File: src/sv/ipdt_pkg.sv
`timescale 1ns / 1ps
// ----------------------------------------------------------------------------
// IP device table package
// Beat types, table entry layout, register indexes and shared constants.
// ----------------------------------------------------------------------------
package ipdt_pkg;

    localparam int MAX_DEVICES_DEF = 16;

    localparam int ADDR_W  = 32;
    localparam int SIL_W   = 8;
    localparam int AGE_W   = 17;
    localparam int SLOT_W  = 4;
    localparam int CNT_W   = 5;

    localparam int CFG_IDX_W  = 2;
    localparam int CFG_DATA_W = 16;

    localparam logic [CFG_IDX_W-1:0] CFG_DISCONNECT = 2'd0;
    localparam logic [CFG_IDX_W-1:0] CFG_RESTART    = 2'd1;

    localparam logic [SIL_W-1:0] DISCONNECT_RESET = 8'd10;
    localparam logic [15:0]      RESTART_RESET    = 16'd10000;
    localparam logic [SIL_W-1:0] SIL_MAX          = 8'hFF;
    localparam logic [CNT_W-1:0] CNT_MAX          = 5'd31;

    typedef enum logic [1:0] {
        OP_REPLY  = 2'd0,
        OP_TICK   = 2'd1,
        OP_LOOKUP = 2'd2
    } t_opcode;

    typedef enum logic [1:0] {
        ST_IDLE,
        ST_WALK,
        ST_FINISH
    } t_state;

    typedef struct packed {
        logic [1:0]        opcode;
        logic [ADDR_W-1:0] ip_address;
    } t_in_beat;

    typedef struct packed {
        logic              inserted;
        logic              found;
        logic [SLOT_W-1:0] slot_index;
        logic              table_full;
        logic [CNT_W-1:0]  removed_count;
        logic [CNT_W-1:0]  restarted_count;
    } t_out_beat;

    typedef struct packed {
        logic [ADDR_W-1:0] ip_address;
        logic [SIL_W-1:0]  silence;
        logic [AGE_W-1:0]  age;
    } t_entry;

    localparam int ENTRY_W = $bits(t_entry);

    function automatic logic [CNT_W-1:0] sat_inc(input logic [CNT_W-1:0] v);
        return (v == CNT_MAX) ? v : v + 1'b1;
    endfunction

endpackage

File: src/sv/ipdt_ram.sv
`timescale 1ns / 1ps
// ----------------------------------------------------------------------------
// IP device table entry memory
// Simple dual-port synchronous RAM, one write and one registered read port.
// ----------------------------------------------------------------------------
module ipdt_ram #(
    parameter int WIDTH = ipdt_pkg::ENTRY_W,
    parameter int DEPTH = ipdt_pkg::MAX_DEVICES_DEF,
    localparam int AW   = (DEPTH > 1) ? $clog2(DEPTH) : 1
) (
    input  logic             i_clk,
    input  logic             i_we,
    input  logic [AW-1:0]    i_waddr,
    input  logic [WIDTH-1:0] i_wdata,
    input  logic             i_re,
    input  logic [AW-1:0]    i_raddr,
    output logic [WIDTH-1:0] o_rdata
);
    import ipdt_pkg::*;

    logic [WIDTH-1:0] r_mem [0:DEPTH-1];
    logic [WIDTH-1:0] r_rdata;

    always_ff @(posedge i_clk) begin
        if (i_we) begin
            r_mem[i_waddr] <= i_wdata;
        end
    end

    always_ff @(posedge i_clk) begin
        if (i_re) begin
            r_rdata <= r_mem[i_raddr];
        end
    end

    assign o_rdata = r_rdata;

endmodule

File: src/sv/ip_keyed_device_table_with_aging_unit.sv
`timescale 1ns / 1ps
// ----------------------------------------------------------------------------
// IP keyed device table with aging
// Table of network nodes keyed by IPv4 address, with silence and age counts.
// ----------------------------------------------------------------------------
// Usage:
// The input channel carries one beat per operation: a reply from a device,
// an aging tick or a lookup. The output channel returns exactly one result
// beat for every input beat, in order. Configuration writes go through the
// plain write port; the user must make them only while the block is idle,
// and the block itself does not enforce this. Every operation walks all
// MAX_DEVICES entries of the entry RAM, one read a cycle, with the compare
// and write-back in the cycle after the read. A result is loaded into the
// output register once the walk ends, and the next input beat is taken only
// after that, so no new beat is accepted while an operation is in progress;
// the RAM read port sets this limit. Valid bits live in flip-flops and reset
// clears them at once, so no clearing pass is needed and the limits return to
// their defaults. The input channel stalls while reset is held.
// When the receiver stalls, the result waits in the output register; the
// next operation may walk meanwhile and holds in its final step until the
// register frees up.
// ----------------------------------------------------------------------------
module ip_keyed_device_table_with_aging_unit #(
    parameter int MAX_DEVICES = ipdt_pkg::MAX_DEVICES_DEF
) (
    input  logic                             i_clk,
    input  logic                             i_rst_n,
    input  logic                             i_in_valid,
    output logic                             o_in_stall,
    input  ipdt_pkg::t_in_beat               i_in_data,
    output logic                             o_out_valid,
    input  logic                             i_out_stall,
    output ipdt_pkg::t_out_beat              o_out_data,
    input  logic                             i_cfg_we,
    input  logic [ipdt_pkg::CFG_IDX_W-1:0]   i_cfg_index,
    input  logic [ipdt_pkg::CFG_DATA_W-1:0]  i_cfg_wdata
);
    import ipdt_pkg::*;

    localparam int IW = (MAX_DEVICES > 1) ? $clog2(MAX_DEVICES) : 1;
    localparam logic [IW-1:0] LAST_IDX = IW'(MAX_DEVICES - 1);

    t_state             r_state, n_state;
    logic [1:0]         r_op;
    logic [ADDR_W-1:0]  r_addr;
    logic [IW-1:0]      r_rd_idx;
    logic               r_rd_active;
    logic               r_cmp_vld;
    logic [IW-1:0]      r_cmp_idx;
    logic               r_cmp_last;
    logic [MAX_DEVICES-1:0] r_valid;
    logic               r_found;
    logic [IW-1:0]      r_match_idx;
    logic               r_free_vld;
    logic [IW-1:0]      r_free_idx;
    logic [CNT_W-1:0]   r_removed;
    logic [CNT_W-1:0]   r_restarted;
    logic               r_out_valid;
    t_out_beat          r_out;
    logic [SIL_W-1:0]   r_disc_lim;
    logic [15:0]        r_rst_lim;

    logic               in_ready;
    logic               in_fire;
    logic               fin_fire;
    t_entry             rd_entry;
    logic               hit;
    logic               addr_eq;
    logic               tick_remove;
    logic               tick_restart;
    t_entry             tick_entry;
    logic [AGE_W-1:0]   age_inc;
    logic               wr_en;
    logic [IW-1:0]      wr_addr;
    t_entry             wr_data;
    logic               do_insert;
    t_out_beat          res;

    ipdt_ram #(
        .WIDTH (ENTRY_W),
        .DEPTH (MAX_DEVICES)
    ) u_ram (
        .i_clk   (i_clk),
        .i_we    (wr_en),
        .i_waddr (wr_addr),
        .i_wdata (wr_data),
        .i_re    (r_rd_active),
        .i_raddr (r_rd_idx),
        .o_rdata (rd_entry)
    );

    always_comb begin
        n_state = r_state;
        case (r_state)
            ST_IDLE: begin
                if (i_in_valid) begin
                    n_state = ST_WALK;
                end
            end
            ST_WALK: begin
                if (r_cmp_vld && r_cmp_last) begin
                    n_state = ST_FINISH;
                end
            end
            ST_FINISH: begin
                if (!r_out_valid || !i_out_stall) begin
                    n_state = ST_IDLE;
                end
            end
            default: n_state = ST_IDLE;
        endcase
    end

    always_comb begin
        in_ready = 1'b0;
        fin_fire = 1'b0;
        case (r_state)
            ST_IDLE:   in_ready = i_rst_n;
            ST_FINISH: fin_fire = !r_out_valid || !i_out_stall;
            default: begin
                in_ready = 1'b0;
                fin_fire = 1'b0;
            end
        endcase
    end

    assign in_fire = in_ready && i_in_valid;

    assign hit     = r_cmp_vld && r_valid[r_cmp_idx];
    assign addr_eq = (rd_entry.ip_address == r_addr);

    always_comb begin
        tick_entry   = rd_entry;
        tick_remove  = rd_entry.silence > r_disc_lim;
        tick_restart = 1'b0;
        age_inc      = rd_entry.age + 1'b1;
        if (rd_entry.silence != SIL_MAX) begin
            tick_entry.silence = rd_entry.silence + 1'b1;
        end
        tick_entry.age = age_inc;
        if (age_inc > {1'b0, r_rst_lim}) begin
            tick_restart       = 1'b1;
            tick_entry.silence = '0;
            tick_entry.age     = '0;
        end
    end

    assign do_insert = fin_fire && (r_op == OP_REPLY) && !r_found && r_free_vld;

    always_comb begin
        wr_en   = 1'b0;
        wr_addr = r_cmp_idx;
        wr_data = rd_entry;
        if (hit) begin
            case (r_op)
                OP_REPLY: begin
                    if (addr_eq) begin
                        wr_en           = 1'b1;
                        wr_data.silence = '0;
                    end
                end
                OP_TICK: begin
                    if (!tick_remove) begin
                        wr_en   = 1'b1;
                        wr_data = tick_entry;
                    end
                end
                default: wr_en = 1'b0;
            endcase
        end
        if (do_insert) begin
            wr_en   = 1'b1;
            wr_addr = r_free_idx;
            wr_data = '{ip_address: r_addr, silence: '0, age: '0};
        end
    end

    always_comb begin
        res = '0;
        case (r_op)
            OP_REPLY: begin
                res.found      = r_found;
                res.inserted   = !r_found && r_free_vld;
                res.table_full = !r_found && !r_free_vld;
                if (r_found) begin
                    res.slot_index = SLOT_W'(r_match_idx);
                end else if (r_free_vld) begin
                    res.slot_index = SLOT_W'(r_free_idx);
                end
            end
            OP_TICK: begin
                res.removed_count   = r_removed;
                res.restarted_count = r_restarted;
            end
            OP_LOOKUP: begin
                res.found = r_found;
                if (r_found) begin
                    res.slot_index = SLOT_W'(r_match_idx);
                end
            end
            default: res = '0;
        endcase
    end

    always_ff @(posedge i_clk) begin
        if (!i_rst_n) begin
            r_state     <= ST_IDLE;
            r_rd_active <= 1'b0;
            r_cmp_vld   <= 1'b0;
            r_valid     <= '0;
            r_out_valid <= 1'b0;
            r_disc_lim  <= DISCONNECT_RESET;
            r_rst_lim   <= RESTART_RESET;
        end else begin
            r_state   <= n_state;
            r_cmp_vld <= r_rd_active;
            if (in_fire) begin
                r_rd_active <= 1'b1;
            end else if (r_rd_active && (r_rd_idx == LAST_IDX)) begin
                r_rd_active <= 1'b0;
            end
            if (hit && (r_op == OP_TICK) && tick_remove) begin
                r_valid[r_cmp_idx] <= 1'b0;
            end
            if (do_insert) begin
                r_valid[r_free_idx] <= 1'b1;
            end
            if (fin_fire) begin
                r_out_valid <= 1'b1;
            end else if (!i_out_stall) begin
                r_out_valid <= 1'b0;
            end
            if (i_cfg_we) begin
                case (i_cfg_index)
                    CFG_DISCONNECT: r_disc_lim <= i_cfg_wdata[SIL_W-1:0];
                    CFG_RESTART:    r_rst_lim  <= i_cfg_wdata;
                    default:        r_rst_lim  <= r_rst_lim;
                endcase
            end
        end
    end

    always_ff @(posedge i_clk) begin
        r_cmp_idx  <= r_rd_idx;
        r_cmp_last <= r_rd_active && (r_rd_idx == LAST_IDX);
        if (fin_fire) begin
            r_out <= res;
        end
        if (in_fire) begin
            r_op        <= i_in_data.opcode;
            r_addr      <= i_in_data.ip_address;
            r_rd_idx    <= '0;
            r_found     <= 1'b0;
            r_match_idx <= '0;
            r_free_vld  <= 1'b0;
            r_free_idx  <= '0;
            r_removed   <= '0;
            r_restarted <= '0;
        end else begin
            if (r_rd_active) begin
                r_rd_idx <= r_rd_idx + 1'b1;
            end
            if (r_cmp_vld && !r_valid[r_cmp_idx] && !r_free_vld) begin
                r_free_vld <= 1'b1;
                r_free_idx <= r_cmp_idx;
            end
            if (hit && addr_eq && !r_found
                    && ((r_op == OP_REPLY) || (r_op == OP_LOOKUP))) begin
                r_found     <= 1'b1;
                r_match_idx <= r_cmp_idx;
            end
            if (hit && (r_op == OP_TICK)) begin
                if (tick_remove) begin
                    r_removed <= sat_inc(r_removed);
                end else if (tick_restart) begin
                    r_restarted <= sat_inc(r_restarted);
                end
            end
        end
    end

    assign o_in_stall  = !in_ready;
    assign o_out_valid = r_out_valid;
    assign o_out_data  = r_out;

endmodule

File: config.mk
export PLATFORM = sky130hd
export DESIGN_NAME = ip_keyed_device_table_with_aging_unit
export DESIGN_NICKNAME = d
export VERILOG_FILES = /design/src/sv/ipdt_pkg.sv /design/src/sv/ipdt_ram.sv /design/src/sv/ip_keyed_device_table_with_aging_unit.sv
export SDC_FILE = /design/constraint.sdc
export NUM_CORES = 1
export LEC_CHECK = 0
export ABC_AREA = 1
export ABC_CLOCK_PERIOD_IN_PS = 7000
export BUFFER_PORTS_ARGS = -buffer_cell sky130_fd_sc_hd__buf_2
export CORE_ASPECT_RATIO = 0.9
export CORE_MARGIN = 10
export CORE_UTILIZATION = 30
export DETAILED_ROUTE_END_ITERATION = 6
export SYNTH_ARGS = -nofsm -noshare
export SYNTH_HDL_FRONTEND = slang
export SYNTH_SLANG_ARGS = --single-unit
File: constraint.sdc
create_clock -name i_clk -period 7 [get_ports i_clk]
set_input_delay 0.7 -clock i_clk [delete_from_list [all_inputs] [get_ports i_clk]]
set_output_delay 0.7 -clock i_clk [all_outputs]
set_load 0.02 [all_outputs]
==> metrics, run 1 <==
status finished, final reports clean; cts hold-fix bufs 0; Tot GR Track Use 13.8%; placed inst area 47400 um2; post-synthesis mux area share 2.00%; DR WL/cell 21.1 um; largest net degree at the start of global routing 231; clock latency on the worst-skew pair 0.71 ns; GP Congestion 0.824; Final Hold Viols 0; Syn Area/Cell 12.7 um2; Die W 426 um; Fmax 205 MHz; largest family of logic cells by synthesized area simple AND/OR/NAND/NOR gates; Syn Nets 3586; Setup TNS Final 0 ns; Nets 3623; Final setup viols 0; drt initial violations 3202; Seq/Total Area, Yosys 72.0%; #FFs+latches synth 1094; pin slew with the least headroom to its limit 1.26 ns; CP delay by family, top simple AND/OR/NAND/NOR gates; Post-synth EDFFs 1020; Max Root-Sink Buffers 3; htree depth 3; total die area 164000 um2; Routed Antenna Nets 0; synthesized area 44600 um2; detailed-router iteration count before antenna repair 6; leakage power 16.6 nW; Synth cell types 56; worst min path class input port to flip-flop; post-placement worst setup slack 1.87 ns; Vias 28.1k; Starting Density 30.1%; Arr. time, crit path 5.22 ns; CTS tree built; Layout area overhead 13.5%; core footprint 148000 um2; clock root buffer master clkbuf_16; register clock-pin slew on the reported worst setup and hold paths 0.06 ns; Routed WL 118000 um; Via-to-Cell Ratio 5.03; Worst Path Max Fanout 34; Final Cycle Share 69.6%; Worst path max stage delay 0.83 ns; Core Rows 134; Setup crit end kind flip-flop; worst setup margin 2.13 ns; Synth Instances 3498; Antenna diodes 0; TritonCTS Buffers 105; CP Depth 10; Critical Path RT 7.35 ns; Post-synth ARST share 0%; Compound-Gate Fraction of Synth Area 9.65%; Worst Hold Depth 1; post-CTS setup buffer count 0; initial antenna violation count 5; port bufs 75; R2R depth 10; Max Slew Vio Count 0; CTS Sinks 1094; design area 50600 um2; Startpoint Class flip-flop; global route overflow 0; XOR/XNOR share of the synthesized area 0.668%; DRC 0; layout cells sized above 1 9.83%; VDD IR max 0.322 mV; io pins 76; clk_skew 0.0303 ns; Slew headroom 15.9%; CP Class flip-flop to flip-flop; RSZ-0062 raised after global routing false; total power 17.5 mW; pwr dens 346 nW/um2; WHS 0.168 ns; synth warn 0; DP HPWL 62300 um; Post-Synth Adder-Cell Area 0.870%; Tmin final 4.87 ns; CTS resizes 0; Buf/Inv on CP 3; vias in the first global route 26.5k; Crit-path slowest cell inv_2; Max Cap Violations 0; Die Y 386 um; first-pass GRT wire length 175000 um; Post-Synth Simple-Gate Area 11.6%; CP Cell Sequence nor2_4, inv_2, nor3_4, nand2_2, inv_2, nand2_1, o21ai_1, nand2_1, nor2_4, buf_4; Synth Flop Type edfxtp_1
power breakdown:
part,leakage [nW],internal [mW],total (mW),switching [mW]
clock,1.58,3.07,5.51,2.44
sequential,9.81,7.86,8.15,0.287
combinational,5.22,1.17,3.84,2.67
cells in the mapped netlist (9+ instances only):
cell      number  area share (%)
dfxtp_1       74             3.3
nand3_1      126             1.4
o32ai_1      139             2.7
o211ai_1      32            0.54
a21oi_1       71            0.80
inv_2         10           0.084
clkbuf_1     145             1.2
mux2i_1       89             2.0
edfxtp_1    1020              69
inv_1        143             1.2
nand4_1       11            0.15
o221ai_1      89             1.7
nor3_1        10            0.11
o21ai_0      282             3.2
nand2_1      417             3.5
a31oi_1        9            0.13
nor2_1       625             5.3
ha_1          31            0.87
xor2_1        29            0.57
buf_2         39            0.44
o21ai_1        9            0.10
path summary, 6_finish.rpt:
check,to,start,slack [ns]
setup reg to reg,u_ram.r_mem[10][45],r_op[0],2.13
hold reg to reg,r_cmp_idx[3],r_rd_idx[3],0.36
setup / recovery,u_ram.r_mem[10][45],r_op[0],2.13
hold / removal,r_addr[26],i_in_data[26],0.17
logic make-up after synthesis:
group,Yosys count
AOI/OAI and AO/OA,651
xor gates and xnor gates,34
adders and majority gates,31
buffers and inverters,358
DFF,1094
muxes,89
and+or+nand+nor,1241
placed cells by master, fill, tap and decap left out, types with 6 or more instances in the layout:
cell,count
edfxtp_1,1020
nor2_1,609
nand2_1,417
o21ai_0,281
inv_1,141
o32ai_1,139
nand3_1,126
clkbuf_16,106
mux2i_1,89
o221ai_1,89
buf_2,75
a21oi_1,71
dfxtp_1,70
buf_4,38
o211ai_1,32
clkinv_1,31
ha_1,31
xor2_1,29
clkbuf_1,24
nor2_4,20
buf_12,16
clkinv_2,13
inv_2,12
nand4_1,11
nor3_1,10
o21ai_1,10
a31oi_1,9
nand2_4,8
nand2_2,7
o22ai_2,7
bufinv_16,7
nand3_2,6
routing by layer:
layer	share of wire [%]	vias up	GRT usage [%]
li1	-	12853	-
met1	46	14071	20.1
met2	45	1049	21.2
met3	7.2	156	2.61
met4	1.6	8	3.33
met5	0.047	-	0
flip-flops by register name (all words and copies together) (netlist names):
register / count
r_disc_lim: 8
r_cmp_vld: 1
r_removed: 5
o_out_data: 17
r_rst_lim: 16
r_addr: 32
r_restarted: 5
r_free_vld: 1
r_cmp_last: 1
r_rd_active: 1
r_found: 1
r_valid: 16
r_op: 2
r_state: 2
u_ram.r_mem: 912
o_out_valid: 1
u_ram.o_rdata: 57
r_match_idx: 4
r_rd_idx: 4
r_cmp_idx: 4
r_free_idx: 4
per-stage QoR:
step / instances / util [%]
2_1_floorplan: 3498 / -
3_3_place_gp: 5400 / 32.0
3_5_place_dp: 5400 / 32.0
4_1_cts: 5592 / 34.2
5_1_grt: 5592 / 34.2
6_report: 5592 / 34.2
cell type report:
cell class                      count  area (um2)
Multi-Input combinational cell   2046       11200
Tap cell                         1972        2470
Fill cell                       14350       97400
Timing Repair Buffer              129         981
Clock buffer                      133        2780
Clock inverter                     59         492
Inverter                          159         609
Sequential cell                  1094       32100
worst reg2reg max path, cell delays in order (launching register included):
cell and delay [ns]:
edfxtp_1 0.45, nor2_4 0.26, inv_2 0.09, nor3_4 0.18, nand2_2 0.59, inv_2 0.87, nand2_1 0.21, o21ai_1 0.22
nand2_1 0.30, nor2_4 0.80, buf_4 0.54
(Power assumes the default switching activity.)
==> inputs of run 2 (changes only) <==
- ABC_AREA: 1 -> 0
- ABC_CLOCK_PERIOD_IN_PS: 7000 -> 4850
- clock period: 7 -> 4.85 ns (I/O delays scaled with it)
==> metrics, run 2 <==
CTS Sinks 1094 (unchanged); Synth cell types 66 (+18%); register clock-pin slew on the reported worst setup and hold paths 0.06 ns (about the same); Die W 419 um (-1.7%); Max Slew Vio Count 0 (unchanged); Reg2Reg Launch Point u_ram.o_rdata[2]; synthesized area 43000 um2 (-3.6%); Setup crit end kind flip-flop; R2R depth 16 (+6); CP Cell Sequence nand3_1, nor2_2, nand3_1, nor2_1, nand3_1, xnor2_1, ha_1, nand4_1, or4_1, o21ai_0, nand3_1, o21ai_1, buf_12, nand2_1, o311ai_1, buf_4; Reg2Reg Setup Slack 0.32 ns (-1.81 ns); share of the synthesized area in the top cell type 71.3% (+2.6 points); TritonCTS Buffers 102 (-2.9%); Final Cycle Share 93.5% (+24 points); Core Util, Final 35.3% (+1.1 points); worst setup margin 0.316 ns (-1.81 ns); CP Class flip-flop to flip-flop; Nets 2413 (-33%); #FFs+latches synth 1094 (unchanged); pwr dens 488 nW/um2 (+41%); GP Congestion 0.816 (-0.95%); htree depth 3 (unchanged); layout cells sized above 1 26.4% (+17 points); synth warn 0 (unchanged); wire length on met2 47800 um (-9.7%); Worst Path Max Fanout 16 (-53%); total power 24.4 mW (+40%); Final setup viols 0 (unchanged); worst min path class input port to flip-flop; Via-to-Cell Ratio 5.09 (+1.2%); FILL cells 13.0k (-9.5%); global route overflow 0 (unchanged); commonest non-fill, non-tap cell in the layout edfxtp_1; post-placement worst setup slack 0.218 ns (-1.66 ns); Post-synth ARST share 0% (unchanged); pin slew with the least headroom to its limit 1.08 ns (-0.180 ns); Syn Area/Cell 20.1 um2 (+58%); Slew headroom 27.9% (+12 points); Largest register FFs 912 (unchanged); Finished Layout Cells 4273 (-24%); status finished, final reports clean; Tmin final 4.53 ns (-0.336 ns); Synth Flop Type edfxtp_1; DR WL/cell 24.3 um (+15%); Vias 21.8k (-23%); synth top area cells edfxtp_1, mux4_2, dfxtp_1; met3 wire len 6930 um (-18%); Die Y 379 um (-1.7%); core footprint 142000 um2 (-4.0%); Synth Instances 2139 (-39%); DRC 0 (unchanged); Max Cap Violations 0 (unchanged); initial antenna violation count 2 (-3); cell taking the most area after synthesis edfxtp_1; vias in the first global route 22.2k (-16%); Final Hold Viols 0 (unchanged); clk_skew 0.0386 ns (+0.00828 ns); top post-synthesis cells by count edfxtp_1, mux4_2, nand2_1, clkbuf_1, dfxtp_1; Routed WL 104000 um (-12%); Critical Path RT 5.37 ns (-1.98 ns); Arr. time, crit path 5.05 ns (-0.17 ns); Seq/Total Area, Yosys 74.7% (+2.7 points); Starting Density 30.2% (+0.12 points); leakage power 15.8 nW (-5.1%); DR top layer met5; io pins 76 (unchanged); count leader, synth edfxtp_1; Post-synth EDFFs 1020 (unchanged); Layout area overhead 16.6%; detailed-router iteration count before antenna repair 5 (-1); Core Rows 131 (-2.2%); port bufs 75 (unchanged); Tot GR Track Use 12.9% (-0.94 points); M1 wire length 46700 um (-14%); Setup TNS Final 0 ns (unchanged); largest net degree at the start of global routing 65 (-72%); VDD IR max 0.383 mV (+19%); Top cell by count, worst path nand3_1; clock latency on the worst-skew pair 0.71 ns (about the same); Startpoint Class flip-flop; placed inst area 46500 um2 (-1.8%); most frequent cells in the layout edfxtp_1, mux4_2, nand2_1; RSZ-0062 raised after global routing true; first-pass GRT wire length 153000 um (-13%); Biggest register u_ram.r_mem; Routed Antenna Nets 0 (unchanged); drt initial violations 2224 (-31%); CTS tree built; worst reg2reg path endpoint u_ram.r_mem[5][17]; Inst Count DP 4052 (-25%); Worst path max stage delay 0.54 ns (-0.29 ns); Fmax 221 MHz (+7.4%); total die area 159000 um2 (-3.5%); DP HPWL 58900 um (-5.3%); WHS 0.0233 ns (-0.145 ns); design area 50100 um2 (-0.99%); Max Root-Sink Buffers 3 (unchanged); Hold Path End r_addr[28]; Crit-path slowest cell or4_1; clock root buffer master clkbuf_16; Worst Hold Depth 1 (unchanged); hold_sp i_in_data[28]; post-CTS setup buffer count 0 (unchanged); Syn Nets 2227 (-38%)
run 2: cell types whose count changed in the layout (fill, tap and decap cells not counted), moves of 19 or more:
cell / change
o32ai_1: -139
nor2_4: -19
inv_1: -105
nand2_1: -247
o221ai_1: -88
buf_12: +24
mux2i_1: -71
o211ai_1: -22
mux4_2: +287
nor2_1: -568
a21oi_1: -47
dlygate4sd3_1: +31
o21ai_0: -254
nand3_1: -96
run 2: critical path, delay by kind of cell (launching register included):
kind / cells / cell delay, ns
buffers and inverters: 2 / 0.45
DFF: 1 / 0.45
adders and majority gates: 1 / 0.33
and+or+nand+nor: 9 / 2.04
xor gates and xnor gates: 1 / 0.17
AOI/OAI and AO/OA: 3 / 0.93
run 2: cell families (layout without fill, tap and decap cells):
kind of cell | count (synthesis) | after routing | synth area share, %
AOI/OAI and AO/OA | 148 | 148 | 2.41
xor gates and xnor gates | 52 | 52 | 1.06
adders and majority gates | 31 | 31 | 0.903
buffers and inverters | 146 | 416 | 1.38
DFF | 1094 | 1094 | 74.7
muxes | 306 | 306 | 15.5
other | 0 | 2 | 0
and+or+nand+nor | 362 | 362 | 4.03
run 2: layout make-up:
class / count / area [um2] / share of cell area (%)
Timing Repair Buffer: 191 / 1820 / 3.64
Clock inverter: 65 / 628 / 1.25
Tap cell: 1862 / 2330 / 4.65
Antenna cell: 2 / 5.00 / 0.00998
Multi-Input combinational cell: 899 / 10400 / 20.8
Inverter: 37 / 139 / 0.277
Sequential cell: 1094 / 32100 / 64.1
Clock buffer: 123 / 2640 / 5.27
run 2: worst max-delay path by stage:
stage | slack [ns] | start | depth (start not counted) | end
after floorplan | 0.02 | u_ram.o_rdata[0] | 14 | u_ram.r_mem[0][17]
after global placement | 0.27 | u_ram.o_rdata[0] | 16 | u_ram.r_mem[12][11]
after detailed placement | 0.22 | u_ram.o_rdata[0] | 16 | u_ram.r_mem[8][11]
after CTS | 0.15 | u_ram.o_rdata[0] | 16 | u_ram.r_mem[5][11]
after global routing | -0.03 | u_ram.o_rdata[0] | 16 | u_ram.r_mem[5][11]
final | 0.32 | u_ram.o_rdata[2] | 16 | u_ram.r_mem[5][17]
run 2: timing repair:
action,in CTS,in global routing
hold endpoints to repair,31,0
setup endpoints to repair,0,256
gates resized for setup,0,4
hold buffers,31,0
run 2: report_power, final:
| part | total [mW] | internal (mW) | switching [mW] |
|---|---|---|---|
| combinational | 4.70 | 2.38 | 2.32 |
| clock | 7.87 | 4.42 | 3.45 |
| sequential | 11.9 | 11.2 | 0.634 |
| total | 24.4 | 18.0 | 6.40 |
run 2: metal layers:
| layer | GRT usage (%) | up-vias |
|---|---|---|
| li1 | - | 9159 |
| met1 | 18.6 | 11617 |
| met2 | 20.0 | 831 |
| met3 | 2.38 | 150 |
| met4 | 3.26 | 4 |
| met5 | 0 | - |
